$ cat src/rtl/assert_macros.svh
// Assertion helpers included by yaw_drift_differential_speed.sv.
`ifndef ASSERT_MACROS_SVH
`define ASSERT_MACROS_SVH

// Same-cycle implication, checked on every rising clock edge outside reset.
`define YDDS_ASSERT_IMP(label, ante, cons) \
  label: assert property (@(posedge clk_i) disable iff (!rst_ni) (ante) |-> (cons)) \
    else $error("ydds assertion failed");

// Next-cycle implication, checked on every rising clock edge outside reset.
`define YDDS_ASSERT_NXT(label, ante, cons) \
  label: assert property (@(posedge clk_i) disable iff (!rst_ni) (ante) |=> (cons)) \
    else $error("ydds assertion failed");

`endif

$ cat src/rtl/ydds_pkg.sv
package ydds_pkg;

  // Default yaw fixed-point format (Q8.8)
  localparam int unsigned YAW_FRAC_BITS = 8;

  // Fixed field widths
  localparam int unsigned YAW_W   = 17;
  localparam int unsigned ERR_W   = YAW_W + 1;
  localparam int unsigned SPEED_W = 9;
  localparam int unsigned PWM_W   = 8;
  localparam int unsigned THR_W   = 12;

  // APB register map
  localparam int unsigned APB_ADDR_W = 5;
  localparam int unsigned APB_DATA_W = 32;
  localparam int unsigned REG_IDX_W  = 3;

  localparam logic [REG_IDX_W-1:0] REG_SIGNED_SPEED    = 3'd0;
  localparam logic [REG_IDX_W-1:0] REG_CORR_ENABLE     = 3'd1;
  localparam logic [REG_IDX_W-1:0] REG_YAW_THRESHOLD   = 3'd2;
  localparam logic [REG_IDX_W-1:0] REG_BASE_CORRECTION = 3'd3;
  localparam logic [REG_IDX_W-1:0] REG_CORRECTION_STEP = 3'd4;

  // Register reset values
  localparam logic [SPEED_W-1:0] RST_SIGNED_SPEED    = 9'd0;
  localparam logic               RST_CORR_ENABLE     = 1'b1;
  localparam logic [THR_W-1:0]   RST_YAW_THRESHOLD   = 12'd128;
  localparam logic [PWM_W-1:0]   RST_BASE_CORRECTION = 8'd20;
  localparam logic [PWM_W-1:0]   RST_CORRECTION_STEP = 8'd40;

  // Shared multiplier operand widths
  localparam int unsigned MUL_A_W = 32;
  localparam int unsigned MUL_B_W = 16;
  localparam int unsigned MUL_P_W = MUL_A_W + MUL_B_W;

  // Reciprocal multiply constants: x/100 exact for x < 25600, x/10 exact for x < 4096
  localparam int unsigned PART_W         = 15;
  localparam logic [12:0] RECIP_100      = 13'd5243;
  localparam int unsigned RECIP_100_SHR  = 19;
  localparam int unsigned SMOOTH_W       = 12;
  localparam logic [12:0] RECIP_10       = 13'd6554;
  localparam int unsigned RECIP_10_SHR   = 16;

  // Square root works on |err| in degrees with 8 extra fraction bits -> root in 1/16
  localparam int unsigned SQRT_PRE_SHIFT = 8;
  // corr * 2 * s / 16 = (corr * s) >> 3
  localparam int unsigned CORR_SHR       = 3;
  localparam int unsigned CORR_W         = 16;

endpackage

$ cat src/rtl/ydds_isqrt.sv
module ydds_isqrt #(
  parameter int unsigned InW = 17
) (
  input  logic                     clk_i,
  input  logic                     rst_ni,
  input  logic                     start_i,
  input  logic [InW-1:0]           value_i,
  output logic                     busy_o,
  output logic [(InW+1)/2-1:0]     root_o
);

  localparam int unsigned Iters = (InW + 1) / 2;
  localparam int unsigned NW    = 2 * Iters;
  localparam int unsigned CntW  = $clog2(Iters + 1);

  logic            busy_q, busy_d;
  logic [CntW-1:0] cnt_q, cnt_d;
  logic [NW-1:0]   rem_q, rem_d;
  logic [NW-1:0]   res_q, res_d;
  logic [NW-1:0]   bit_q, bit_d;
  logic [NW:0]     trial;

  // One root bit per cycle: trial subtract of res + bit
  always_comb begin
    busy_d = busy_q;
    cnt_d  = cnt_q;
    rem_d  = rem_q;
    res_d  = res_q;
    bit_d  = bit_q;
    trial  = {1'b0, res_q} + {1'b0, bit_q};
    if (start_i) begin
      busy_d = 1'b1;
      cnt_d  = CntW'(Iters);
      rem_d  = NW'(value_i);
      res_d  = '0;
      bit_d  = {2'b01, {(NW-2){1'b0}}};
    end else if (busy_q) begin
      if ({1'b0, rem_q} >= trial) begin
        rem_d = rem_q - trial[NW-1:0];
        res_d = (res_q >> 1) + bit_q;
      end else begin
        res_d = res_q >> 1;
      end
      bit_d = bit_q >> 2;
      cnt_d = cnt_q - 1'b1;
      if (cnt_q == CntW'(1)) begin
        busy_d = 1'b0;
      end
    end
  end

  always_ff @(posedge clk_i or negedge rst_ni) begin
    if (!rst_ni) begin
      busy_q <= 1'b0;
      cnt_q  <= '0;
    end else begin
      busy_q <= busy_d;
      cnt_q  <= cnt_d;
    end
  end

  // Datapath, no reset needed
  always_ff @(posedge clk_i) begin
    rem_q <= rem_d;
    res_q <= res_d;
    bit_q <= bit_d;
  end

  assign busy_o = busy_q;
  assign root_o = res_q[Iters-1:0];

endmodule

$ cat src/rtl/yaw_drift_differential_speed.sv
// Flow: a start item is taken from idle and gives no result; a tick with correction off
// goes straight to S_FIN; a tick inside the dead band runs S_ERR, S_MAG, S_CMP, then the
// smoothing states S_SML, S_SMR, S_RES; a corrected tick also runs the shared multiplier
// passes and waits in S_WSQ for the bit-serial square root, sized by YawFracBits (Q8.8).
// Throughput: one item at a time; for a tick, in_stall_o is high from acceptance until the result is
// registered. Reset (async, active low) restores register defaults and clears yaw/speeds.
`include "assert_macros.svh"

module yaw_drift_differential_speed #(
  parameter int unsigned YawFracBits = ydds_pkg::YAW_FRAC_BITS
) (
  input  logic                                 clk_i,
  input  logic                                 rst_ni,
  // input item channel
  input  logic                                 in_valid_i,
  output logic                                 in_stall_o,
  input  logic                                 operation_i,
  input  logic signed [ydds_pkg::YAW_W-1:0]    yaw_sample_i,
  // result item channel
  output logic                                 out_valid_o,
  input  logic                                 out_stall_i,
  output logic signed [ydds_pkg::SPEED_W-1:0]  left_speed_o,
  output logic signed [ydds_pkg::SPEED_W-1:0]  right_speed_o,
  // APB configuration port
  input  logic                                 psel,
  input  logic                                 penable,
  input  logic                                 pwrite,
  input  logic [ydds_pkg::APB_ADDR_W-1:0]      paddr,
  input  logic [ydds_pkg::APB_DATA_W-1:0]      pwdata,
  output logic [ydds_pkg::APB_DATA_W-1:0]      prdata,
  output logic                                 pready
);

  localparam int unsigned TenW    = YawFracBits + 4;
  localparam logic [TenW-1:0] Ten = TenW'(10) << YawFracBits;
  localparam int unsigned SqInW   = ydds_pkg::YAW_W + ydds_pkg::SQRT_PRE_SHIFT - YawFracBits;
  localparam int unsigned SqRootW = (SqInW + 1) / 2;
  localparam int unsigned SqWideW = ydds_pkg::YAW_W + ydds_pkg::SQRT_PRE_SHIFT;

  // Sequencer states
  localparam logic [3:0] S_IDLE = 4'd0;
  localparam logic [3:0] S_ERR  = 4'd1;
  localparam logic [3:0] S_MAG  = 4'd2;
  localparam logic [3:0] S_CMP  = 4'd3;
  localparam logic [3:0] S_M2   = 4'd4;
  localparam logic [3:0] S_M3   = 4'd5;
  localparam logic [3:0] S_M4   = 4'd6;
  localparam logic [3:0] S_WSQ  = 4'd7;
  localparam logic [3:0] S_C    = 4'd8;
  localparam logic [3:0] S_SML  = 4'd9;
  localparam logic [3:0] S_SMR  = 4'd10;
  localparam logic [3:0] S_RES  = 4'd11;
  localparam logic [3:0] S_FIN  = 4'd12;

  // Configuration registers
  logic [ydds_pkg::SPEED_W-1:0] speed_q;
  logic                         corr_en_q;
  logic [ydds_pkg::THR_W-1:0]   thr_q;
  logic [ydds_pkg::PWM_W-1:0]   base_corr_q;
  logic [ydds_pkg::PWM_W-1:0]   step_q;

  // Control and tracked state
  logic [3:0]                   state_q, state_d;
  logic signed [ydds_pkg::YAW_W-1:0] ref_q;
  logic [ydds_pkg::PWM_W-1:0]   prev_l_q, prev_r_q;
  logic                         out_valid_q;

  // Datapath registers
  logic signed [ydds_pkg::YAW_W-1:0] sample_q;
  logic signed [ydds_pkg::ERR_W-1:0] err_q;
  logic [ydds_pkg::YAW_W-1:0]   mag_q;
  logic [ydds_pkg::PWM_W-1:0]   corr_q;
  logic [ydds_pkg::PWM_W-1:0]   tgt_l_q, tgt_r_q;
  logic [ydds_pkg::SPEED_W-1:0] res_l_q, res_r_q;
  logic [ydds_pkg::SPEED_W-1:0] out_l_q, out_r_q;
  logic [ydds_pkg::MUL_P_W-1:0] prod_q;

  // Shared multiplier operands
  logic [ydds_pkg::MUL_A_W-1:0] mul_a;
  logic [ydds_pkg::MUL_B_W-1:0] mul_b;

  logic                         in_acc, cfg_wr, out_free;
  logic [ydds_pkg::REG_IDX_W-1:0] cfg_idx;

  // Speed decode: magnitude saturated to 255, forward when above zero
  logic [ydds_pkg::SPEED_W-1:0] spd_mag;
  logic [ydds_pkg::PWM_W-1:0]   base;
  logic                         forward;
  logic [ydds_pkg::SPEED_W-1:0] dis_val;

  always_comb begin
    spd_mag = speed_q[ydds_pkg::SPEED_W-1] ? (~speed_q + 1'b1) : speed_q;
    base    = spd_mag[ydds_pkg::SPEED_W-1] ? {ydds_pkg::PWM_W{1'b1}}
                                           : spd_mag[ydds_pkg::PWM_W-1:0];
    forward = !speed_q[ydds_pkg::SPEED_W-1] && (speed_q != '0);
    dis_val = forward ? {1'b0, base} : (~{1'b0, base} + 1'b1);
  end

  // Correction terms
  logic                         above;
  logic [TenW-1:0]              ec;
  logic                         step_ge;
  logic [ydds_pkg::PWM_W-1:0]   dm;
  logic [ydds_pkg::MUL_P_W-1:0] prod_shr;
  logic [ydds_pkg::PART_W-1:0]  part_v;
  logic [ydds_pkg::PWM_W-1:0]   part;
  logic [ydds_pkg::PWM_W-1:0]   corr;
  logic [ydds_pkg::CORR_W-1:0]  cval;
  logic [ydds_pkg::YAW_W-1:0]   up_sum;
  logic [ydds_pkg::PWM_W-1:0]   up_t, dn_t;
  logic [SqWideW-1:0]           sq_wide;
  logic [SqInW-1:0]             sq_in;
  logic                         sq_start, sq_busy;
  logic [SqRootW-1:0]           sq_root;

  always_comb begin
    above    = mag_q > ydds_pkg::YAW_W'(thr_q);
    ec       = (mag_q < ydds_pkg::YAW_W'(Ten)) ? mag_q[TenW-1:0] : Ten;
    step_ge  = step_q >= base_corr_q;
    dm       = step_ge ? (step_q - base_corr_q) : (base_corr_q - step_q);
    prod_shr = prod_q >> (2 * YawFracBits);
    part_v   = prod_shr[ydds_pkg::PART_W-1:0];
    part     = prod_q[ydds_pkg::RECIP_100_SHR +: ydds_pkg::PWM_W];
    corr     = step_ge ? (base_corr_q + part) : (base_corr_q - part);
    cval     = prod_q[ydds_pkg::CORR_SHR +: ydds_pkg::CORR_W];
    up_sum   = ydds_pkg::YAW_W'(base) + ydds_pkg::YAW_W'(cval);
    up_t     = (up_sum > ydds_pkg::YAW_W'({ydds_pkg::PWM_W{1'b1}}))
               ? {ydds_pkg::PWM_W{1'b1}} : up_sum[ydds_pkg::PWM_W-1:0];
    dn_t     = (cval >= ydds_pkg::CORR_W'(base)) ? '0 : (base - cval[ydds_pkg::PWM_W-1:0]);
    sq_wide  = {mag_q, {ydds_pkg::SQRT_PRE_SHIFT{1'b0}}} >> YawFracBits;
    sq_in    = sq_wide[SqInW-1:0];
    sq_start = (state_q == S_CMP) && above;
  end

  // Smoothing numerators 7*prev + 3*target
  logic [ydds_pkg::SMOOTH_W-1:0] sum_l, sum_r;
  logic [ydds_pkg::PWM_W-1:0]    new_prev;

  always_comb begin
    sum_l = ({1'b0, prev_l_q, 3'b000} - ydds_pkg::SMOOTH_W'(prev_l_q))
          + ydds_pkg::SMOOTH_W'({tgt_l_q, 1'b0}) + ydds_pkg::SMOOTH_W'(tgt_l_q);
    sum_r = ({1'b0, prev_r_q, 3'b000} - ydds_pkg::SMOOTH_W'(prev_r_q))
          + ydds_pkg::SMOOTH_W'({tgt_r_q, 1'b0}) + ydds_pkg::SMOOTH_W'(tgt_r_q);
    new_prev = prod_q[ydds_pkg::RECIP_10_SHR +: ydds_pkg::PWM_W];
  end

  // Shared multiplier operand select
  always_comb begin
    unique case (state_q)
      S_CMP: begin
        mul_a = ydds_pkg::MUL_A_W'(ec);
        mul_b = ydds_pkg::MUL_B_W'(ec);
      end
      S_M2: begin
        mul_a = ydds_pkg::MUL_A_W'(prod_q[2*TenW-1:0]);
        mul_b = ydds_pkg::MUL_B_W'(dm);
      end
      S_M3: begin
        mul_a = ydds_pkg::MUL_A_W'(part_v);
        mul_b = ydds_pkg::MUL_B_W'(ydds_pkg::RECIP_100);
      end
      S_WSQ: begin
        mul_a = ydds_pkg::MUL_A_W'(corr_q);
        mul_b = ydds_pkg::MUL_B_W'(sq_root);
      end
      S_SML: begin
        mul_a = ydds_pkg::MUL_A_W'(sum_l);
        mul_b = ydds_pkg::MUL_B_W'(ydds_pkg::RECIP_10);
      end
      S_SMR: begin
        mul_a = ydds_pkg::MUL_A_W'(sum_r);
        mul_b = ydds_pkg::MUL_B_W'(ydds_pkg::RECIP_10);
      end
      default: begin
        mul_a = '0;
        mul_b = '0;
      end
    endcase
  end

  always_ff @(posedge clk_i) begin
    prod_q <= mul_a * mul_b;
  end

  // Bit-serial square root of |err|, root in 1/16 degree
  ydds_isqrt #(
    .InW (SqInW)
  ) u_isqrt (
    .clk_i   (clk_i),
    .rst_ni  (rst_ni),
    .start_i (sq_start),
    .value_i (sq_in),
    .busy_o  (sq_busy),
    .root_o  (sq_root)
  );

  // Handshakes
  assign in_acc   = in_valid_i && (state_q == S_IDLE);
  assign out_free = !out_valid_q || !out_stall_i;
  assign cfg_wr   = psel && penable && pwrite;
  assign cfg_idx  = paddr[ydds_pkg::APB_ADDR_W-1:2];

  // Sequencer
  always_comb begin
    state_d = state_q;
    unique case (state_q)
      S_IDLE: begin
        if (in_acc && operation_i) begin
          state_d = corr_en_q ? S_ERR : S_FIN;
        end
      end
      S_ERR: state_d = S_MAG;
      S_MAG: state_d = S_CMP;
      S_CMP: state_d = above ? S_M2 : S_SML;
      S_M2:  state_d = S_M3;
      S_M3:  state_d = S_M4;
      S_M4:  state_d = S_WSQ;
      S_WSQ: begin
        if (!sq_busy) begin
          state_d = S_C;
        end
      end
      S_C:   state_d = S_SML;
      S_SML: state_d = S_SMR;
      S_SMR: state_d = S_RES;
      S_RES: state_d = S_FIN;
      S_FIN: begin
        if (out_free) begin
          state_d = S_IDLE;
        end
      end
      default: state_d = S_IDLE;
    endcase
  end

  // Control state, configuration and tracked yaw/speeds
  always_ff @(posedge clk_i or negedge rst_ni) begin
    if (!rst_ni) begin
      state_q     <= S_IDLE;
      out_valid_q <= 1'b0;
      speed_q     <= ydds_pkg::RST_SIGNED_SPEED;
      corr_en_q   <= ydds_pkg::RST_CORR_ENABLE;
      thr_q       <= ydds_pkg::RST_YAW_THRESHOLD;
      base_corr_q <= ydds_pkg::RST_BASE_CORRECTION;
      step_q      <= ydds_pkg::RST_CORRECTION_STEP;
      ref_q       <= '0;
      prev_l_q    <= '0;
      prev_r_q    <= '0;
    end else begin
      state_q <= state_d;

      // result register
      if (state_q == S_FIN && out_free) begin
        out_valid_q <= 1'b1;
      end else if (!out_stall_i) begin
        out_valid_q <= 1'b0;
      end

      // register writes
      if (cfg_wr) begin
        unique case (cfg_idx)
          ydds_pkg::REG_SIGNED_SPEED:    speed_q     <= pwdata[ydds_pkg::SPEED_W-1:0];
          ydds_pkg::REG_CORR_ENABLE:     corr_en_q   <= pwdata[0];
          ydds_pkg::REG_YAW_THRESHOLD:   thr_q       <= pwdata[ydds_pkg::THR_W-1:0];
          ydds_pkg::REG_BASE_CORRECTION: base_corr_q <= pwdata[ydds_pkg::PWM_W-1:0];
          ydds_pkg::REG_CORRECTION_STEP: step_q      <= pwdata[ydds_pkg::PWM_W-1:0];
          default: ;
        endcase
      end

      // start item: latch reference, preset smoothed speeds
      if (in_acc && !operation_i) begin
        ref_q    <= yaw_sample_i;
        prev_l_q <= base;
        prev_r_q <= base;
      end

      if (state_q == S_SMR) begin
        prev_l_q <= new_prev;
      end
      if (state_q == S_RES) begin
        prev_r_q <= new_prev;
      end
    end
  end

  // Datapath registers
  always_ff @(posedge clk_i) begin
    if (in_acc) begin
      sample_q <= yaw_sample_i;
      res_l_q  <= dis_val;
      res_r_q  <= dis_val;
    end
    if (state_q == S_ERR) begin
      err_q <= ydds_pkg::ERR_W'(sample_q) - ydds_pkg::ERR_W'(ref_q);
    end
    if (state_q == S_MAG) begin
      mag_q <= err_q[ydds_pkg::ERR_W-1] ? ydds_pkg::YAW_W'(-err_q)
                                        : err_q[ydds_pkg::YAW_W-1:0];
    end
    // inside the dead band both targets are the base speed
    if (state_q == S_CMP) begin
      tgt_l_q <= base;
      tgt_r_q <= base;
    end
    if (state_q == S_M4) begin
      corr_q <= corr;
    end
    // positive error pushes left up, right down
    if (state_q == S_C) begin
      tgt_l_q <= err_q[ydds_pkg::ERR_W-1] ? dn_t : up_t;
      tgt_r_q <= err_q[ydds_pkg::ERR_W-1] ? up_t : dn_t;
    end
    if (state_q == S_RES) begin
      res_l_q <= forward ? {1'b0, prev_l_q} : (~{1'b0, prev_l_q} + 1'b1);
      res_r_q <= forward ? {1'b0, new_prev} : (~{1'b0, new_prev} + 1'b1);
    end
    if (state_q == S_FIN && out_free) begin
      out_l_q <= res_l_q;
      out_r_q <= res_r_q;
    end
  end

  // Register readback
  always_comb begin
    unique case (cfg_idx)
      ydds_pkg::REG_SIGNED_SPEED:    prdata = ydds_pkg::APB_DATA_W'(speed_q);
      ydds_pkg::REG_CORR_ENABLE:     prdata = ydds_pkg::APB_DATA_W'(corr_en_q);
      ydds_pkg::REG_YAW_THRESHOLD:   prdata = ydds_pkg::APB_DATA_W'(thr_q);
      ydds_pkg::REG_BASE_CORRECTION: prdata = ydds_pkg::APB_DATA_W'(base_corr_q);
      ydds_pkg::REG_CORRECTION_STEP: prdata = ydds_pkg::APB_DATA_W'(step_q);
      default:                       prdata = '0;
    endcase
  end

  assign pready        = 1'b1;
  assign in_stall_o    = (state_q != S_IDLE);
  assign out_valid_o   = out_valid_q;
  assign left_speed_o  = out_l_q;
  assign right_speed_o = out_r_q;

  // Checks
  `YDDS_ASSERT_NXT(a_tick_goes_busy, in_valid_i && !in_stall_o && operation_i, in_stall_o)
  `YDDS_ASSERT_NXT(a_start_no_result,
                   in_valid_i && !in_stall_o && !operation_i && !out_valid_o, !out_valid_o)
  `YDDS_ASSERT_NXT(a_fin_holds, state_q == S_FIN && out_valid_o && out_stall_i, state_q == S_FIN)
  `YDDS_ASSERT_IMP(a_sqrt_inside_item, sq_busy, state_q != S_IDLE)

endmodule
$ cat config.mk
export PLATFORM = sky130hd
export DESIGN_NAME = yaw_drift_differential_speed
export DESIGN_NICKNAME = d
export VERILOG_FILES = /design/src/rtl/ydds_pkg.sv /design/src/rtl/ydds_isqrt.sv /design/src/rtl/yaw_drift_differential_speed.sv
export VERILOG_INCLUDE_DIRS = /design/src /design/src/rtl
export SDC_FILE = /design/constraint.sdc
export NUM_CORES = 1
export LEC_CHECK = 0
export ABC_AREA = 1
export BUFFER_PORTS_ARGS = -buffer_cell sky130_fd_sc_hd__buf_2
export CAP_MARGIN = 20
export CORE_MARGIN = 4
export CORE_UTILIZATION = 45
export CTS_BUF_LIST = sky130_fd_sc_hd__clkbuf_8
export DETAILED_ROUTE_END_ITERATION = 16
export HOLD_SLACK_MARGIN = 0.15
export SLEW_MARGIN = 20
export SYNTH_ARGS = -nofsm -noshare
export SYNTH_HDL_FRONTEND = slang
export SYNTH_HIERARCHICAL = 1
export SYNTH_SLANG_ARGS = --single-unit
$ cat constraint.sdc
create_clock -name clk_i -period 12 [get_ports clk_i]
set_clock_uncertainty 0.05 [all_clocks]
set_input_delay 2.4 -clock clk_i [delete_from_list [all_inputs] [get_ports clk_i]]
set_output_delay 2.4 -clock clk_i [all_outputs]
set_load 0.03 [all_outputs]
==> results.sh <==
export IMPL_synth_area_top_cells="fa_1 19%, edfxtp_1 14%, nand2_1 11%"
export IMPL_cts_root_buf="clkbuf_8"
export IMPL_place_gp_congestion=0.9297
export IMPL_synthArstFlopShare_pct=30.11
export IMPL_reg2reg_from="prev_l_q[0]$_DFFE_PN0P_"
export IMPL_start_kind="flop"
export IMPL_clock_latency_ns=0.67
export IMPL_wl_per_cell_um=17.91
export IMPL_coreArea_um2=61600
export IMPL_grt_pass1_vias=22639
export IMPL_io_buffers=71
export IMPL_critPathLaunch="prev_l_q[0]$_DFFE_PN0P_"
export IMPL_dr_wl_met3_mm=4.824
export IMPL_netlist_instances=3538
export IMPL_synth_ff_type="edfxtp_1"
export IMPL_clk_pin_slew_ns=0.07
export IMPL_finalCriticalPeriod_ns=8.468
export IMPL_hold_viol_final=0
export IMPL_p_sw_share_pct=53.99
export IMPL_clock_sinks=269
export IMPL_min_to="left_speed_o[2]$_DFFE_PP_"
export IMPL_yosysTopAreaCell="fa_1"
export IMPL_grt_overflow_total=0
export IMPL_post_route_period_util_pct=70.57
export IMPL_power_internal_w=0.003920
export IMPL_crit_path_end_kind="flop"
export IMPL_numCtsBuffers=48
export IMPL_hold_start="res_l_q[2]$_DFFE_PP_"
export IMPL_p_leak_nw=14.87
export IMPL_critPathRequiredTime_ns=12.50
export IMPL_min_path_cells=0
export IMPL_drive_gt1_share_pct=6.523
export IMPL_path_max_fanout=12
export IMPL_setup_violations=0
export IMPL_reg2reg_depth=30
export IMPL_die_x_um=257.3
export IMPL_hold_class="reg -> reg"
export IMPL_rows=91
export IMPL_rsz0062_at_grt="no"
export IMPL_yosys_top_cells_count="783 x nand2_1, 700 x inv_1, 263 x nor2_1"
export IMPL_yosysMostFrequentCell="nand2_1"
export IMPL_grt_max_degree=70
export IMPL_drtIter0Drc=1862
export IMPL_status="finished clean"
export IMPL_dpl_hpwl_mm=64.67
export IMPL_max_stage_delay_ns=0.73
export IMPL_power_frac_seq_pct=20.3
export IMPL_vias=23034
export IMPL_synth_avg_cell_area_um2=7.902
export IMPL_fin_tns_setup_ns=0
export IMPL_hold_buffers=0
export IMPL_ys_ff_latch=269
export IMPL_grt_first_pass_wirelength_mm=128.1
export IMPL_wl_met2_mm=36.54
export IMPL_path_class="reg -> reg"
export IMPL_crit_top_cell="inv_1"
export IMPL_cts_tree="done"
export IMPL_antenna_found_initial=1
export IMPL_syn_to_final_growth_pct=7.617
export IMPL_start_util_pct=45.39
export IMPL_maxCapViolations=0
export IMPL_clkPwrFrac_pct=10.8
export IMPL_power_density_nw_per_um2=283.2
export IMPL_worstReg2RegEnd="prod_q[28]$_DFF_P_"
export IMPL_nets=4160
export IMPL_p_sw_w=0.004601
export IMPL_cts_resized=0
export IMPL_drc_errors=0
export IMPL_netlist_cell_type_count=67
export IMPL_synth_edf_count=129
export IMPL_vdd_drop_max_mv=0.1454
export IMPL_crit_arrival_ns=8.97
export IMPL_routed_top_layer="met4"
export IMPL_drtAntennaViolNets=0
export IMPL_pwr_share_comb_pct=68.8
export IMPL_drtPass1Iterations=9
export IMPL_yosysWarnings=6
export IMPL_r2r_slack_ns=3.53
export IMPL_post_cts_buffers=0
export IMPL_yosys_area_top_type_share_pct=18.76
export IMPL_post_route_util_pct=48.85
export IMPL_max_slew_margin_pct=31.21
export IMPL_die_area_um2=66180
export IMPL_cts_max_level=2
export IMPL_die_y_um=257.3
export IMPL_fmax_mhz=118.1
export IMPL_yosysSeqAreaShare_pct=25.36
export IMPL_syn_area_um2=27960
export IMPL_worst_pin_slew_ns=1.029
export IMPL_slowest_stage="nor4_1"
export IMPL_viasPerCell=5.116
export IMPL_drv_slew=0
export IMPL_met1_length_mm=37.27
export IMPL_io_pins=115
export IMPL_grt_usage_pct=24.54
export IMPL_max_clock_path_buffers=3
export IMPL_wl_mm=80.64
[cells by family (layout without fill, tap and decap cells)]
logic type                 Yosys count  after routing  synth area share [%]
and+or+nand+nor                   1362           1362                 20.60
other                                2             56               0.02686
AOI/OAI and AO/OA                  481            481                 9.949
xor gates and xnor gates           122            122                 3.822
DFF                                269            269                 25.36
buffers and inverters              828            901                 11.99
adders and majority gates          474            474                 28.25
[state kept, by name (all words and copies together), names as in the netlist, 4 cells and up]
signal,flops
prev_r_q,8
err_q,18
u_isqrt/rem_q,18
base_corr_q,8
state_q,4
right_speed_o,9
res_l_q,9
tgt_l_q,8
u_isqrt/cnt_q,4
mag_q,17
sample_q,17
thr_q,12
prev_l_q,8
ref_q,17
corr_q,8
res_r_q,9
step_q,8
u_isqrt/bit_q,9
speed_q,9
prod_q,31
u_isqrt/res_q,18
left_speed_o,9
tgt_r_q,8
[through the flow]
stage / total power, W / cell area (um2) / setup slack [ns] / cells / hold slack, ns
2_1_floorplan: 0.006020 / 28160 / 4.815 / 3591 / 0.3503
3_3_place_gp: 0.007511 / 29060 / 3.692 / 4411 / 0.3519
3_5_place_dp: 0.007529 / 29060 / 3.593 / 4411 / 0.3556
4_1_cts: 0.008517 / 30090 / 3.576 / 4501 / 0.3701
5_1_grt: 0.009423 / 30090 / 3.000 / 4502 / 0.3813
6_report: 0.008521 / 30090 / 3.532 / 4502 / 0.3624
[routing by layer]
layer / global-route usage (%) / vias up
li1: - / 11281
met1: 35.63 / 11002
met2: 39.13 / 640
met3: 3.169 / 111
met4: 6.213 / 0
met5: 0 / -
[placed cells by master, fill, tap and decap left out, types with 12 or more instances in the layout]
cell      netlist  layout
clkbuf_8        0      59
inv_2          15      15
nand3_1       164     164
dfxtp_1        59      59
o21ai_1        13      13
fa_1          262     262
xnor2_1        41      41
buf_2          34      70
ha_1          212     212
nor2_2         13      13
nor2_1        263     263
a21oi_1       149     149
o21bai_1       14      14
o221ai_1       16      16
conb_1          2      55
a211oi_1       12      12
buf_4          40      19
nand4_1        40      40
o22ai_1        21      21
nand2_1       783     783
a31oi_1        15      15
inv_1         700     719
dfrtp_1        75      75
o21ai_0       182     182
xor2_1         81      81
edfxtp_1      129     129
nor3_1         36      36
[how the worst max path moves through the flow]
| stage | end | depth (start not counted) |
|---|---|---|
| 2_1_floorplan | prod_q[25]$_DFF_P_ | 34 |
| 3_3_place_gp | prod_q[28]$_DFF_P_ | 30 |
| 3_5_place_dp | prod_q[28]$_DFF_P_ | 30 |
| 4_1_cts | prod_q[28]$_DFF_P_ | 30 |
| 5_1_grt | prod_q[25]$_DFF_P_ | 36 |
| 6_report | prod_q[28]$_DFF_P_ | 30 |
[critical path, delay by kind of cell (launching register included)]
kind | cells | cell delay (ns)
flops | 1 | 0.38
fa+ha+maj | 9 | 4.51
compound gates | 6 | 1.09
simple gates | 5 | 1.17
xor+xnor | 1 | 0.15
buf+inv | 9 | 0.96
[layout make-up]
class	instances	area [um2]
fill	6196	31510
multi-input combinational	2494	17710
sequential	269	7089
inverter	722	2715
tap	837	1047
clock buffer	59	812.0
timing repair buffer	89	493.0
clock inverter	31	214.0
antenna	1	2.502
[power groups by stage]
stage	sequential, W	combinational [W]	clock (W)
finish	0.00173	0.00587	0.000922
global route	0.00176	0.00667	0.000990
CTS	0.00173	0.00584	0.000949
detailed placement	0.00174	0.00579	0
global placement	0.00174	0.00577	0
floorplan	0.00162	0.00440	0
No activity file was read; power rests on OpenSTA's default activity.
